===== config.mk =====
export PLATFORM = sky130hd
export DESIGN_NAME = seven_segment_text_scanner
export DESIGN_NICKNAME = d
export VERILOG_FILES = /design/src/sv/ssts_pkg.sv /design/src/sv/ssts_ctrl.sv /design/src/sv/ssts_dp.sv /design/src/sv/seven_segment_text_scanner.sv
export VERILOG_INCLUDE_DIRS = /design/src /design/src/sv
export SDC_FILE = /design/constraint.sdc
export NUM_CORES = 1
export LEC_CHECK = 0
export ABC_AREA = 1
export BUFFER_PORTS_ARGS = -buffer_cell sky130_fd_sc_hd__buf_2
export CORE_ASPECT_RATIO = 0.7
export CORE_MARGIN = 2
export CORE_UTILIZATION = 30
export CTS_BUF_LIST = sky130_fd_sc_hd__clkbuf_4 sky130_fd_sc_hd__clkbuf_8 sky130_fd_sc_hd__clkbuf_16
export CTS_CLUSTER_SIZE = 28
export DETAILED_ROUTE_END_ITERATION = 8
export SYNTH_ARGS = -nofsm -noshare
export SYNTH_HDL_FRONTEND = slang
export SYNTH_SLANG_ARGS = --single-unit
export TNS_END_PERCENT = 30

===== constraint.sdc =====
create_clock -name clk -period 5.5 [get_ports clk]
set_input_delay 0.825 -clock clk [delete_from_list [all_inputs] [get_ports clk]]
set_output_delay 0.825 -clock clk [all_outputs]
set_load 0.005 [all_outputs]

===== src/sv/seven_segment_text_scanner_macros.svh =====
// Assertion helpers used by the seven-segment text scanner datapath.
`ifndef SEVEN_SEGMENT_TEXT_SCANNER_MACROS_SVH
`define SEVEN_SEGMENT_TEXT_SCANNER_MACROS_SVH

// The condition holds at every clock edge outside reset.
`define SSTS_ASSERT_ALWAYS(label, clk, rst, cond) \
  label: assert property (@(posedge clk) disable iff (rst) (cond)) \
    else $error("scanner invariant violated");

// The consequent holds in the same cycle as the antecedent.
`define SSTS_ASSERT_IMPLY(label, clk, rst, ante, cons) \
  label: assert property (@(posedge clk) disable iff (rst) (ante) |-> (cons)) \
    else $error("scanner implication violated");

// The consequent holds in the cycle after the antecedent.
`define SSTS_ASSERT_NEXT(label, clk, rst, ante, cons) \
  label: assert property (@(posedge clk) disable iff (rst) (ante) |=> (cons)) \
    else $error("scanner next-cycle check violated");

`endif


===== src/sv/ssts_pkg.sv =====
package ssts_pkg;

  localparam int DIGITS_W    = 4;
  localparam int UNITS_W     = 3;
  localparam int CFG_DATA_W  = 4;
  localparam int CFG_INDEX_W = 1;
  localparam int CMD_W       = 2;
  localparam int CHAR_W      = 8;
  localparam int SEG_W       = 8;
  localparam int SEL_W       = 8;

  localparam logic [DIGITS_W-1:0] DIGITS_RESET = 4'd4;
  localparam logic [UNITS_W-1:0]  UNITS_RESET  = 3'd1;

  localparam logic [CFG_INDEX_W-1:0] REG_DIGITS = 1'b0;
  localparam logic [CFG_INDEX_W-1:0] REG_UNITS  = 1'b1;

  localparam logic [SEG_W-1:0] SEG_DARK = 8'h00;

  typedef enum logic [CMD_W-1:0] {
    CMD_START  = 2'd0,
    CMD_APPEND = 2'd1,
    CMD_TICK   = 2'd2,
    CMD_BLANK  = 2'd3
  } cmd_t;

  typedef struct packed {
    logic store_write;
    logic length_clear;
    logic scan_init;
    logic blank_init;
    logic mem_read;
    logic emit_scan;
    logic emit_blank;
    logic step_unit;
    logic step_blank;
    logic pos_advance;
    logic pos_clear;
  } dp_cmd_t;

  typedef struct packed {
    logic length_zero;
    logic can_append;
    logic out_free;
    logic last_unit;
    logic last_blank;
  } dp_stat_t;

  // Character to segment pattern; anything not in the font shows dark.
  function automatic logic [SEG_W-1:0] seg_code(input logic [CHAR_W-1:0] ch);
    logic [SEG_W-1:0] seg;
    unique case (ch)
      8'h20:   seg = 8'h00;
      8'h30:   seg = 8'h3F;
      8'h31:   seg = 8'h06;
      8'h32:   seg = 8'h5B;
      8'h33:   seg = 8'h4F;
      8'h34:   seg = 8'h66;
      8'h35:   seg = 8'h6D;
      8'h36:   seg = 8'h7D;
      8'h37:   seg = 8'h07;
      8'h38:   seg = 8'h7F;
      8'h39:   seg = 8'h6F;
      8'h41:   seg = 8'h77;
      8'h43:   seg = 8'h39;
      8'h45:   seg = 8'h79;
      8'h46:   seg = 8'h71;
      8'h48:   seg = 8'h76;
      8'h4C:   seg = 8'h38;
      8'h50:   seg = 8'h73;
      8'h52:   seg = 8'h31;
      8'h55:   seg = 8'h3E;
      default: seg = SEG_DARK;
    endcase
    return seg;
  endfunction

endpackage


===== src/sv/ssts_ctrl.sv =====
module ssts_ctrl (
  input  logic               clk,
  input  logic               rst,
  input  logic               s_tvalid,
  output logic               s_tready,
  input  ssts_pkg::cmd_t     command,
  input  ssts_pkg::dp_stat_t stat,
  output ssts_pkg::dp_cmd_t  cmd
);

  typedef enum logic [3:0] {
    ST_IDLE  = 4'b0001,
    ST_FETCH = 4'b0010,
    ST_EMIT  = 4'b0100,
    ST_BLANK = 4'b1000
  } state_t;

  state_t state;
  state_t state_next;

  always_ff @(posedge clk) begin
    if (rst) begin
      state <= ST_IDLE;
    end else begin
      state <= state_next;
    end
  end

  assign s_tready = (state == ST_IDLE);

  always_comb begin
    cmd        = '0;
    state_next = state;
    unique case (state)
      ST_IDLE: begin
        if (s_tvalid) begin
          unique case (command)
            ssts_pkg::CMD_START: begin
              cmd.length_clear = 1'b1;
            end
            ssts_pkg::CMD_APPEND: begin
              cmd.store_write = stat.can_append;
            end
            ssts_pkg::CMD_TICK: begin
              // An empty message produces nothing and leaves the scan where it is.
              if (!stat.length_zero) begin
                cmd.scan_init = 1'b1;
                state_next    = ST_FETCH;
              end
            end
            ssts_pkg::CMD_BLANK: begin
              cmd.length_clear = 1'b1;
              cmd.blank_init   = 1'b1;
              state_next       = ST_BLANK;
            end
            default: begin
            end
          endcase
        end
      end
      ST_FETCH: begin
        cmd.mem_read = 1'b1;
        state_next   = ST_EMIT;
      end
      ST_EMIT: begin
        if (stat.out_free) begin
          cmd.emit_scan = 1'b1;
          if (stat.last_unit) begin
            cmd.pos_advance = 1'b1;
            state_next      = ST_IDLE;
          end else begin
            cmd.step_unit = 1'b1;
            state_next    = ST_FETCH;
          end
        end
      end
      ST_BLANK: begin
        if (stat.out_free) begin
          cmd.emit_blank = 1'b1;
          if (stat.last_blank) begin
            cmd.pos_clear = 1'b1;
            state_next    = ST_IDLE;
          end else begin
            cmd.step_blank = 1'b1;
          end
        end
      end
      default: begin
        state_next = ST_IDLE;
      end
    endcase
  end

endmodule


===== src/sv/ssts_dp.sv =====
`include "seven_segment_text_scanner_macros.svh"

module ssts_dp #(
  parameter int MAX_DIGITS = 8,
  parameter int MAX_UNITS  = 4,
  parameter int TEXT_DEPTH = 32
) (
  input  logic                                clk,
  input  logic                                rst,
  input  logic                                cfg_write,
  input  logic [ssts_pkg::CFG_INDEX_W-1:0]    cfg_index,
  input  logic [ssts_pkg::CFG_DATA_W-1:0]     cfg_data,
  input  logic [ssts_pkg::CHAR_W-1:0]         character,
  input  ssts_pkg::dp_cmd_t                   cmd,
  output ssts_pkg::dp_stat_t                  stat,
  output logic                                m_tvalid,
  input  logic                                m_tready,
  output logic [ssts_pkg::SEG_W+ssts_pkg::SEL_W-1:0] m_tdata,
  output logic                                m_tlast
);

  localparam int DW = $clog2(MAX_DIGITS + 1);
  localparam int UW = $clog2(MAX_UNITS + 1);
  localparam int FW = $clog2(MAX_DIGITS * MAX_UNITS + 1);
  localparam int LW = $clog2(TEXT_DEPTH + 1);
  localparam int AW = (TEXT_DEPTH > 1) ? $clog2(TEXT_DEPTH) : 1;
  localparam int PW = (MAX_DIGITS > 1) ? $clog2(MAX_DIGITS) : 1;
  localparam int JW = (MAX_UNITS > 1) ? $clog2(MAX_UNITS) : 1;

  // Configuration registers.
  logic [ssts_pkg::DIGITS_W-1:0] digits_reg;
  logic [ssts_pkg::UNITS_W-1:0]  units_reg;

  always_ff @(posedge clk) begin
    if (rst) begin
      digits_reg <= ssts_pkg::DIGITS_RESET;
      units_reg  <= ssts_pkg::UNITS_RESET;
    end else if (cfg_write) begin
      unique case (cfg_index)
        ssts_pkg::REG_DIGITS: digits_reg <= cfg_data[ssts_pkg::DIGITS_W-1:0];
        ssts_pkg::REG_UNITS:  units_reg  <= cfg_data[ssts_pkg::UNITS_W-1:0];
        default: begin
        end
      endcase
    end
  end

  // Register values saturated into their legal ranges.
  logic [DW-1:0] d_eff;
  logic [UW-1:0] u_eff;
  logic [FW-1:0] full;

  always_comb begin
    if (digits_reg == '0) begin
      d_eff = DW'(1);
    end else if (digits_reg > MAX_DIGITS) begin
      d_eff = DW'(MAX_DIGITS);
    end else begin
      d_eff = DW'(digits_reg);
    end
    if (units_reg == '0) begin
      u_eff = UW'(1);
    end else if (units_reg > MAX_UNITS) begin
      u_eff = UW'(MAX_UNITS);
    end else begin
      u_eff = UW'(units_reg);
    end
  end

  assign full = FW'(d_eff) * FW'(u_eff);

  // Message store and length.
  logic [ssts_pkg::CHAR_W-1:0] text_store [TEXT_DEPTH];
  logic [ssts_pkg::CHAR_W-1:0] mem_q;
  logic [LW-1:0]               length;
  logic [FW-1:0]               pad;
  logic [FW-1:0]               k_reg;
  logic [FW-1:0]               store_off;
  logic [AW-1:0]               rd_addr;

  always_ff @(posedge clk) begin
    if (rst) begin
      length <= '0;
    end else if (cmd.length_clear) begin
      length <= '0;
    end else if (cmd.store_write) begin
      length <= length + LW'(1);
    end
  end

  always_ff @(posedge clk) begin
    if (cmd.store_write) begin
      text_store[length[AW-1:0]] <= character;
    end
    if (cmd.mem_read) begin
      mem_q <= text_store[rd_addr];
    end
  end

  // Right justification: the first pad positions of the display are blank.
  always_comb begin
    if (length >= full) begin
      pad = '0;
    end else begin
      pad = full - FW'(length);
    end
  end

  // Its value only matters when k_reg is at or past the pad, so the wrap below is harmless.
  assign store_off = k_reg - pad;
  assign rd_addr   = AW'(store_off);

  // Scan position and per-tick counters.
  logic [PW-1:0] scan_pos;
  logic [PW-1:0] cur_pos;
  logic [JW-1:0] unit_idx;
  logic [PW-1:0] start_pos;
  logic          pos_last;
  logic          unit_last;

  assign start_pos = (DW'(scan_pos) >= d_eff) ? '0 : scan_pos;
  assign pos_last  = (DW'(cur_pos) + DW'(1)) == d_eff;
  assign unit_last = (UW'(unit_idx) + UW'(1)) == u_eff;

  always_ff @(posedge clk) begin
    if (rst) begin
      scan_pos <= '0;
    end else if (cmd.pos_clear) begin
      scan_pos <= '0;
    end else if (cmd.pos_advance) begin
      scan_pos <= pos_last ? '0 : cur_pos + PW'(1);
    end
  end

  always_ff @(posedge clk) begin
    if (cmd.scan_init) begin
      cur_pos  <= start_pos;
      unit_idx <= '0;
      k_reg    <= FW'(start_pos);
    end else if (cmd.blank_init) begin
      cur_pos  <= '0;
      unit_idx <= '0;
    end else if (cmd.step_unit) begin
      unit_idx <= unit_idx + JW'(1);
      k_reg    <= k_reg + FW'(d_eff);
    end else if (cmd.step_blank) begin
      if (unit_last) begin
        unit_idx <= '0;
        cur_pos  <= cur_pos + PW'(1);
      end else begin
        unit_idx <= unit_idx + JW'(1);
      end
    end
  end

  // Output register.
  logic                       out_valid;
  logic [ssts_pkg::SEG_W-1:0] out_seg;
  logic [ssts_pkg::SEL_W-1:0] out_sel;
  logic                       out_last;
  logic                       out_free;
  logic                       load;

  assign out_free = !out_valid || m_tready;
  assign load     = cmd.emit_scan || cmd.emit_blank;

  always_ff @(posedge clk) begin
    if (rst) begin
      out_valid <= 1'b0;
    end else if (load) begin
      out_valid <= 1'b1;
    end else if (m_tready) begin
      out_valid <= 1'b0;
    end
  end

  always_ff @(posedge clk) begin
    if (load) begin
      out_sel <= ssts_pkg::SEL_W'(1) << cur_pos;
      if (cmd.emit_scan && (k_reg >= pad)) begin
        out_seg <= ssts_pkg::seg_code(mem_q);
      end else begin
        out_seg <= ssts_pkg::SEG_DARK;
      end
      if (cmd.emit_scan) begin
        out_last <= unit_last;
      end else begin
        out_last <= unit_last && pos_last;
      end
    end
  end

  assign m_tvalid = out_valid;
  assign m_tdata  = {out_sel, out_seg};
  assign m_tlast  = out_last;

  always_comb begin
    stat.length_zero = (length == '0);
    stat.can_append  = (length < full) && (length < TEXT_DEPTH);
    stat.out_free    = out_free;
    stat.last_unit   = unit_last;
    stat.last_blank  = unit_last && pos_last;
  end

  `SSTS_ASSERT_ALWAYS(a_length_bound, clk, rst, length <= TEXT_DEPTH)
  `SSTS_ASSERT_IMPLY(a_sel_onehot, clk, rst, out_valid, $onehot(out_sel))
  `SSTS_ASSERT_IMPLY(a_load_free, clk, rst, load, out_free)
  `SSTS_ASSERT_NEXT(a_clear_empties, clk, rst, cmd.length_clear, length == '0)

endmodule


===== src/sv/seven_segment_text_scanner.sv =====
// Seven-segment text scanner: holds a message of up to digits_per_unit * unit_count
// characters (capped at TEXT_DEPTH), shown right-justified on a multiplexed display.
// Commands arrive on the slave stream with the command code in s_tuser and the
// character in s_tdata; result words (segments, digit select, tlast on the final
// word of a command) leave on the master stream. Start and append produce nothing.
// In a scan tick, each unit's character needs one read of the single-port message
// store and one load of the output register. Blank all makes one output register
// load per word. One command is handled at a time; the message store has no reset
// and only entries below the current length are ever shown. Configuration register
// 0 is digits_per_unit, register 1 is unit_count; write them only while idle.
module seven_segment_text_scanner #(
  parameter int MAX_DIGITS = 8,
  parameter int MAX_UNITS  = 4,
  parameter int TEXT_DEPTH = 32
) (
  input  logic                                       clk,
  input  logic                                       rst,
  input  logic                                       cfg_valid,
  output logic                                       cfg_ready,
  input  logic [ssts_pkg::CFG_INDEX_W-1:0]           cfg_index,
  input  logic [ssts_pkg::CFG_DATA_W-1:0]            cfg_data,
  input  logic                                       s_tvalid,
  output logic                                       s_tready,
  input  logic [ssts_pkg::CHAR_W-1:0]                s_tdata,  // [7:0] character
  input  logic [ssts_pkg::CMD_W-1:0]                 s_tuser,  // [1:0] command
  output logic                                       m_tvalid,
  input  logic                                       m_tready,
  // [7:0] segments, [15:8] digit_select
  output logic [ssts_pkg::SEG_W+ssts_pkg::SEL_W-1:0] m_tdata,
  output logic                                       m_tlast
);

  ssts_pkg::dp_cmd_t  cmd;
  ssts_pkg::dp_stat_t stat;

  assign cfg_ready = 1'b1;

  ssts_ctrl u_ctrl (
    .clk      (clk),
    .rst      (rst),
    .s_tvalid (s_tvalid),
    .s_tready (s_tready),
    .command  (ssts_pkg::cmd_t'(s_tuser)),
    .stat     (stat),
    .cmd      (cmd)
  );

  ssts_dp #(
    .MAX_DIGITS (MAX_DIGITS),
    .MAX_UNITS  (MAX_UNITS),
    .TEXT_DEPTH (TEXT_DEPTH)
  ) u_dp (
    .clk       (clk),
    .rst       (rst),
    .cfg_write (cfg_valid && cfg_ready),
    .cfg_index (cfg_index),
    .cfg_data  (cfg_data),
    .character (s_tdata),
    .cmd       (cmd),
    .stat      (stat),
    .m_tvalid  (m_tvalid),
    .m_tready  (m_tready),
    .m_tdata   (m_tdata),
    .m_tlast   (m_tlast)
  );

endmodule


==> metrics.csv, run 1 <==
stage,metric,value,unit
outcome,outcome,finished clean,
cells_and_area,nets,1495,
global_route,grt_pass1_wl,55690,µm
clock_network,clk_pin_slew,0.06,ns
clock_network,cts.sinks,312,
timing,post-route-period-util,0.9577,
global_route,antenna_found_initial,0,
drt,vias,10140,
cells_and_area,fin_util,0.3463,
drt,antenna_left,0,
global_route,grt_usage,0.1426,
yosys,ys_ff_latch,312,
die,fp.dieH,187.1,µm
global_route,grt.busiest_layer,met1,
placed_design,placed_area,15270,µm²
yosys,synth_compound_area_frac,0.09584,
global_route,grt_max_degree,138,
die,core,47530,µm²
yosys,yosys.area_share.simple,0.1753,
yosys,syn_avg_cell_area,10.33,µm²
placed_design,dp_hpwl,23130,µm
die,start_util,0.3021,
worst_hold_path,hp-class,reg -> reg,
timing,timing.final.max_slew_violations,0,
global_route,met2_usage,0.2027,
yosys,synth_edf_count,286,
die,fp-row-count,67,
placed_design,gp_routability_congestion,0.8976,
setup_path,ff2ff_setup_slack,0.23,ns
power_and_ir_drop,ir_worst_vdd,0.3080,mV
drt,drc,0,
drt,drtIter0Drc,1080,
timing,min_period,5.267,ns
timing,finalSetupTns,0,ns
timing,tightest_slew,0.9964,ns
die,die_area,49670,µm²
cells_and_area,drive_gt1_frac,0.1188,
clock_network,cts_root_buffer,clkbuf_16,
setup_path,crit_fanout,29,
cells_and_area,syn2layout_area_growth,14.63,%
power_and_ir_drop,leakage,6.114,nW
cells_and_area,fin_area,16460,µm²
setup_path,cpPeakStageDelay,0.70,ns
placed_design,port_buffers,37,
yosys,synthXorXnorAreaFrac,0.008364,
timing,fmax,0.1899,GHz
setup_path,cp-end-kind,register,
global_route,met1_usage,0.2205,
yosys,synth_nets,1450,
drt,routed_via_density,4.880,
timing,layout_setup_ws,0.2327,ns
clock_network,numCtsBuffers,34,
setup_path,critPathTopFamily,adder cells,
die,dieWidth,265.5,µm
yosys,syn_area,14360,µm²
clock_network,htree_levels,2,
yosys,yosys_warnings,0,
cells_and_area,largest_reg_flops,256,
timing,fin_skew,0.01437,ns
clock_network,cts_hold_buf,0,
cells_and_area,diodes,0,
setup_path,arrival,5.50,ns
setup_path,worstSetupStartpointType,register,
clock_network,clk_latency,0.52,ns
yosys,ys_seq_area_frac,0.6343,
placed_design,dpl_worst_slack,-0.07659,ns
global_route,grt_use_met3,0.03081,
timing,hold_violations,0,
job,maxCapViolCount,0,
die,pin_count,40,
global_route,gr-total-overflow,0,
cells_and_area,finalNonFillerCells,2077,
yosys,synthDistinctLibCells,42,
yosys,syn_inst,1390,
yosys,synth-main-ff-cell,edfxtp_1,
placed_design,placedCellCount,2012,
drt,wl_per_cell,17.29,µm
cells_and_area,num-fill-cells,4694,
yosys,muxShareOfSynthArea,0,
drt,drt-pass1-iter-count,5,
timing,setup_violations,0,
clock_network,clockBufferDepth,3,
setup_path,critPathSlowestCell,fa_2,
setup_path,cp.required,5.73,ns
setup_path,critPathKind,reg -> reg,
power_and_ir_drop,p_per_area,424.0,nW/µm²
yosys,async_flop_share,0,
clock_network,cts_tree,yes,
timing,rsz0062_at_grt,yes,
drt,routed_wl,35910,µm
yosys,synth_top_family_by_area,simple AND/OR/NAND/NOR gates,
yosys,synthAdderAreaFrac,0.03746,
timing,slew_headroom,0.3333,
global_route,grt_pass1_vias,9546,
setup_path,worst-path-buf-inv,6,
placed cells by master, fill, tap and decap left out, drive strengths merged:
cell / netlist / final
clkinvlp: 0 / 2
fa: 5 / 5
or2: 1 / 1
inv: 108 / 108
nand2: 228 / 228
nand3b: 2 / 2
o31ai: 10 / 10
xor2: 6 / 6
bufinv: 0 / 2
xnor2: 3 / 3
ha: 35 / 35
nand3: 70 / 70
nor2: 286 / 286
a31oi: 2 / 2
nor3b: 1 / 1
o211ai: 4 / 4
buf: 27 / 65
conb: 2 / 2
a21o: 2 / 2
o2111ai: 1 / 1
o21ai: 173 / 173
a21boi: 1 / 1
nand4: 7 / 7
a21oi: 28 / 28
nor3: 12 / 12
o21bai: 1 / 1
edfxtp: 286 / 286
clkinv: 0 / 12
clkbuf: 30 / 42
dfxtp: 26 / 26
o22ai: 33 / 33
layout make-up:
cell class / count / area, µm² / area share
clock inverters: 16 / 133.9 / 0.008133
multi-input cells: 913 / 4609 / 0.2800
repair buffers: 66 / 495.5 / 0.03010
clock buffers: 41 / 927.1 / 0.05632
flip-flops and latches: 312 / 9110 / 0.5534
inverters: 108 / 409.1 / 0.02485
well taps: 621 / 777.0 / 0.04720
layer usage:
metal | vias up | share of wire | routed length, µm
met4 | 0 | 0.016 | 566
met3 | 44 | 0.074 | 2658
met1 | 4884 | 0.49 | 17720
li1 | 4865 | - | -
met2 | 343 | 0.42 | 14960
met5 | - | 0 | 0
cells in the mapped netlist (6+ instances only):
cell type  instances  area, µm²
o22ai_1           33      206.5
nor2_2             7      43.79
o21ai_1           15      75.07
inv_1             96      360.4
buf_4             11      82.58
o21ai_0          156      780.8
ha_1              35      437.9
buf_2             14      70.07
nor3_1             8      40.04
inv_2             12      45.04
a21oi_1           28      140.1
dfxtp_1           26      520.5
o31ai_1           10      75.07
edfxtp_1         286       8588
nand3_1           67      335.3
clkbuf_1          30      112.6
nand2_1          221      829.6
nor2_1           278       1044
nand4_1            6      37.54
worst register-to-register path, cell delays in order (launching register included):
cell and delay [ns]:
dfxtp_1 0.36, inv_2 0.14, nand2_4 0.10, inv_1 0.08, nand2_1 0.07, fa_1 0.51, inv_1 0.05, ha_1 0.21
fa_1 0.38, xor2_1 0.18, ha_1 0.34, nand2_1 0.09, inv_1 0.08, nand3_1 0.08, o211ai_1 0.13, nand2_2 0.15
nor2_4 0.12, ha_4 0.13, inv_1 0.06, fa_2 0.70, buf_12 0.21, nor2_1 0.09, o21ai_0 0.14, o21ai_0 0.16
nand2_1 0.08, nand2_1 0.09, nor2_2 0.19, o31ai_1 0.09
worst paths after layout:
path                            depth (start not counted)                from                  to
worst min register to register                          2  u_dp.digits_reg[0]  u_dp.digits_reg[0]
worst max register to register                         27   u_dp.units_reg[2]       u_dp.mem_q[2]
worst max-delay path                                   27   u_dp.units_reg[2]       u_dp.mem_q[2]
worst min-delay path                                    2  u_dp.digits_reg[0]  u_dp.digits_reg[0]
logic make-up (layout without fill, tap and decap cells):
kind of cell,count (synthesis),in the layout
simple gates,607,607
other cells,2,2
compound gates,255,255
xor+xnor,9,9
fa+ha+maj,40,40
buf+inv,165,231
flops,312,312
metrics by stage:
stage / hold slack [ns] / total power [mW]
final: 0.4840 / 6.980
after global routing: 0.5012 / 7.335
after CTS: 0.4741 / 6.940
after detailed placement: 0.4653 / 4.727
after global placement: 0.4452 / 4.710
after floorplan: 0.4237 / 4.103
power by group:
part | leakage [nW] | switching, mW | internal [mW]
clock network | 0.523 | 0.917 | 1.29
registers | 2.79 | 0.0423 | 2.68
logic | 2.81 | 1.40 | 0.656
what timing repair did:
| item | 4_1_cts | 5_1_grt |
|---|---|---|
| setup endpoints to repair | 3 | 8 |
| pin swaps | 0 | 3 |
| cloned | 0 | 1 |
| setup buffers | 0 | 7 |
| gates resized for setup | 1 | 18 |
No activity file was read; power rests on OpenSTA's default activity.
==> inputs of run 2 (changes only) <==
- clock period: 5.5 -> 5.42 ns (I/O delays scaled with it)
==> metrics.csv, run 2 (synthesized netlist as in run 1, its figures left out) <==
stage,metric,value,unit,change
power_and_ir_drop,combPwrFrac,0.304,,+0.010
drt,routed_wl,36310,µm,+1.1%
setup_path,cpPeakStageDelay,0.70,ns,about the same
timing,holdWs,0.4581,ns,-0.02594 ns
drt,wl_per_cell,17.48,µm,+1.1%
die,fp-row-count,67,,unchanged
clock_network,numCtsBuffers,34,,unchanged
setup_path,worstSetupStartpointType,register,,
power_and_ir_drop,switching_share,0.3372,,about the same
worst_hold_path,hp-class,reg -> reg,,
cells_and_area,num-fill-cells,4649,,-0.96%
timing,fin_skew,0.01547,ns,+0.001101 ns
drt,drc,0,,unchanged
clock_network,clockBufferDepth,3,,unchanged
global_route,grt_pass1_vias,9615,,+0.72%
placed_design,port_buffers,37,,unchanged
die,pin_count,40,,unchanged
power_and_ir_drop,pwr-share-clk,0.316,,about the same
clock_network,clk_pin_slew,0.07,ns,about the same
power_and_ir_drop,share_seq_of_total_power,0.380,,-0.010
power_and_ir_drop,leakage,6.146,nW,+0.52%
drt,vias,10090,,-0.48%
die,core,47530,µm²,unchanged
placed_design,gp_routability_congestion,0.8391,,-6.5%
die,die_area,49670,µm²,unchanged
power_and_ir_drop,p_per_area,438.7,nW/µm²,+3.5%
placed_design,placedCellCount,2013,,+0.050%
die,start_util,0.3021,,unchanged
job,maxCapViolCount,0,,unchanged
clock_network,htree_levels,2,,unchanged
cells_and_area,drive_gt1_frac,0.1298,,+0.01099
cells_and_area,finalNonFillerCells,2077,,unchanged
placed_design,dp_hpwl,23360,µm,+1.0%
drt,routed_via_density,4.857,,-0.48%
timing,post-route-period-util,0.9732,,+0.01552
global_route,antenna_found_initial,0,,unchanged
setup_path,cp.required,5.67,ns,-0.06 ns
clock_network,cts.sinks,312,,unchanged
global_route,grt_usage,0.1454,,+0.002742
timing,min_period,5.275,ns,+0.007522 ns
timing,fmax,0.1896,GHz,-0.14%
power_and_ir_drop,p_int,4.807,mW,+4.0%
setup_path,worst-path-buf-inv,6,,unchanged
cells_and_area,largest_reg_flops,256,,unchanged
power_and_ir_drop,p_switching,2.446,mW,+3.8%
placed_design,placed_area,15280,µm²,about the same
die,dieWidth,265.5,µm,unchanged
clock_network,cts_root_buffer,clkbuf_16,,
cells_and_area,fin_util,0.3478,,+0.001474
timing,hold_violations,0,,unchanged
setup_path,critPathTopFamily,adder cells,,
global_route,grt_pass1_wl,56590,µm,+1.6%
drt,drt-pass1-iter-count,5,,unchanged
cells_and_area,final_cell_mix,"edfxtp_1, nor2_1, nand2_1",,
die,fp.dieH,187.1,µm,unchanged
global_route,gr-total-overflow,0,,unchanged
timing,tightest_slew,0.9190,ns,-0.07740 ns
setup_path,crit_fanout,21,,-28%
drt,antenna_left,0,,unchanged
cells_and_area,syn2layout_area_growth,15.12,%,
cells_and_area,nets,1497,,+0.13%
setup_path,critPathKind,reg -> reg,,
setup_path,crit_top_cell,nand2_1,,
setup_path,cp-end-kind,register,,
clock_network,clk_latency,0.52,ns,about the same
cells_and_area,diodes,0,,unchanged
timing,setup_violations,0,,unchanged
global_route,grt_max_degree,89,,-36%
power_and_ir_drop,ir_worst_vdd,0.2164,mV,-30%
timing,slew_headroom,0.3851,,+0.05179
cells_and_area,fin_area,16530,µm²,+0.43%
cells_and_area,final_common_cell,edfxtp_1,,
timing,timing.final.max_slew_violations,0,,unchanged
setup_path,critPathSlowestCell,fa_2,,
outcome,outcome,finished clean,,
timing,finalSetupTns,0,ns,unchanged
setup_path,arrival,5.53,ns,+0.03 ns
clock_network,cts_tree,yes,,
drt,drtIter0Drc,946,,-12%
-- run 2: tightest hold or removal path: cells and delay by family, from the launching register on --
family,cells,cell delay [ns]
flip-flops,1,0.30
buffers and inverters,1,0.06
AO/OA/AOI/OAI,1,0.06
-- run 2: power by group through the flow --
stage               combinational, mW  clock, mW  sequential [mW]
floorplan                        1.37          0             2.79
global placement                 1.98          0             2.81
detailed placement               1.99          0             2.81
CTS                              2.03       2.34             2.76
global route                     2.43       2.43             2.76
finish                           2.21       2.29             2.76
-- run 2: final cells by class --
class / instances / area, µm² / share of cell area
clock buffer: 43 / 935.9 / 0.05661
inverter: 108 / 407.9 / 0.02467
sequential: 312 / 9110 / 0.5510
clock inverter: 12 / 141.4 / 0.008552
multi-input combinational: 913 / 4648 / 0.2812
tap: 621 / 777.0 / 0.04700
timing repair buffer: 68 / 511.7 / 0.03095
-- run 2: per-stage QoR --
stage / power [mW] / worst slack [ns]
final: 7.253 / 0.1451
after global placement: 4.789 / -0.02580
after CTS: 7.125 / 0.01734
after floorplan: 4.163 / 0.5355
after global routing: 7.616 / -0.02125
after detailed placement: 4.796 / -0.07789
-- run 2: worst paths after layout --
| check | startpoint | end | slack (ns) | cells after the start |
|---|---|---|---|---|
| max | u_dp.digits_reg[3] | u_dp.mem_q[4] | 0.15 | 26 |
| min | u_dp.digits_reg[0] | u_dp.digits_reg[0] | 0.46 | 2 |
| max reg2reg | u_dp.digits_reg[3] | u_dp.mem_q[4] | 0.15 | 26 |
| min reg2reg | u_dp.digits_reg[0] | u_dp.digits_reg[0] | 0.46 | 2 |
-- run 2: per-layer routing --
metal | GRT usage | share of wire | up-vias
met5 | 0 | 0 | -
met4 | 0.03194 | 0.016 | 0
met3 | 0.03107 | 0.072 | 49
met2 | 0.2053 | 0.41 | 334
met1 | 0.2256 | 0.50 | 4835
li1 | - | - | 4869
-- run 2: timing repair --
item                                    in CTS  in global routing
hold endpoints to repair                     0                  0
cloned                                       1                  0
pin swaps                                    3                  3
hold buffers                                 0                  0
buffers inserted                             1                  7
resized for setup                            2                 41
endpoints found under the setup margin       6                  8
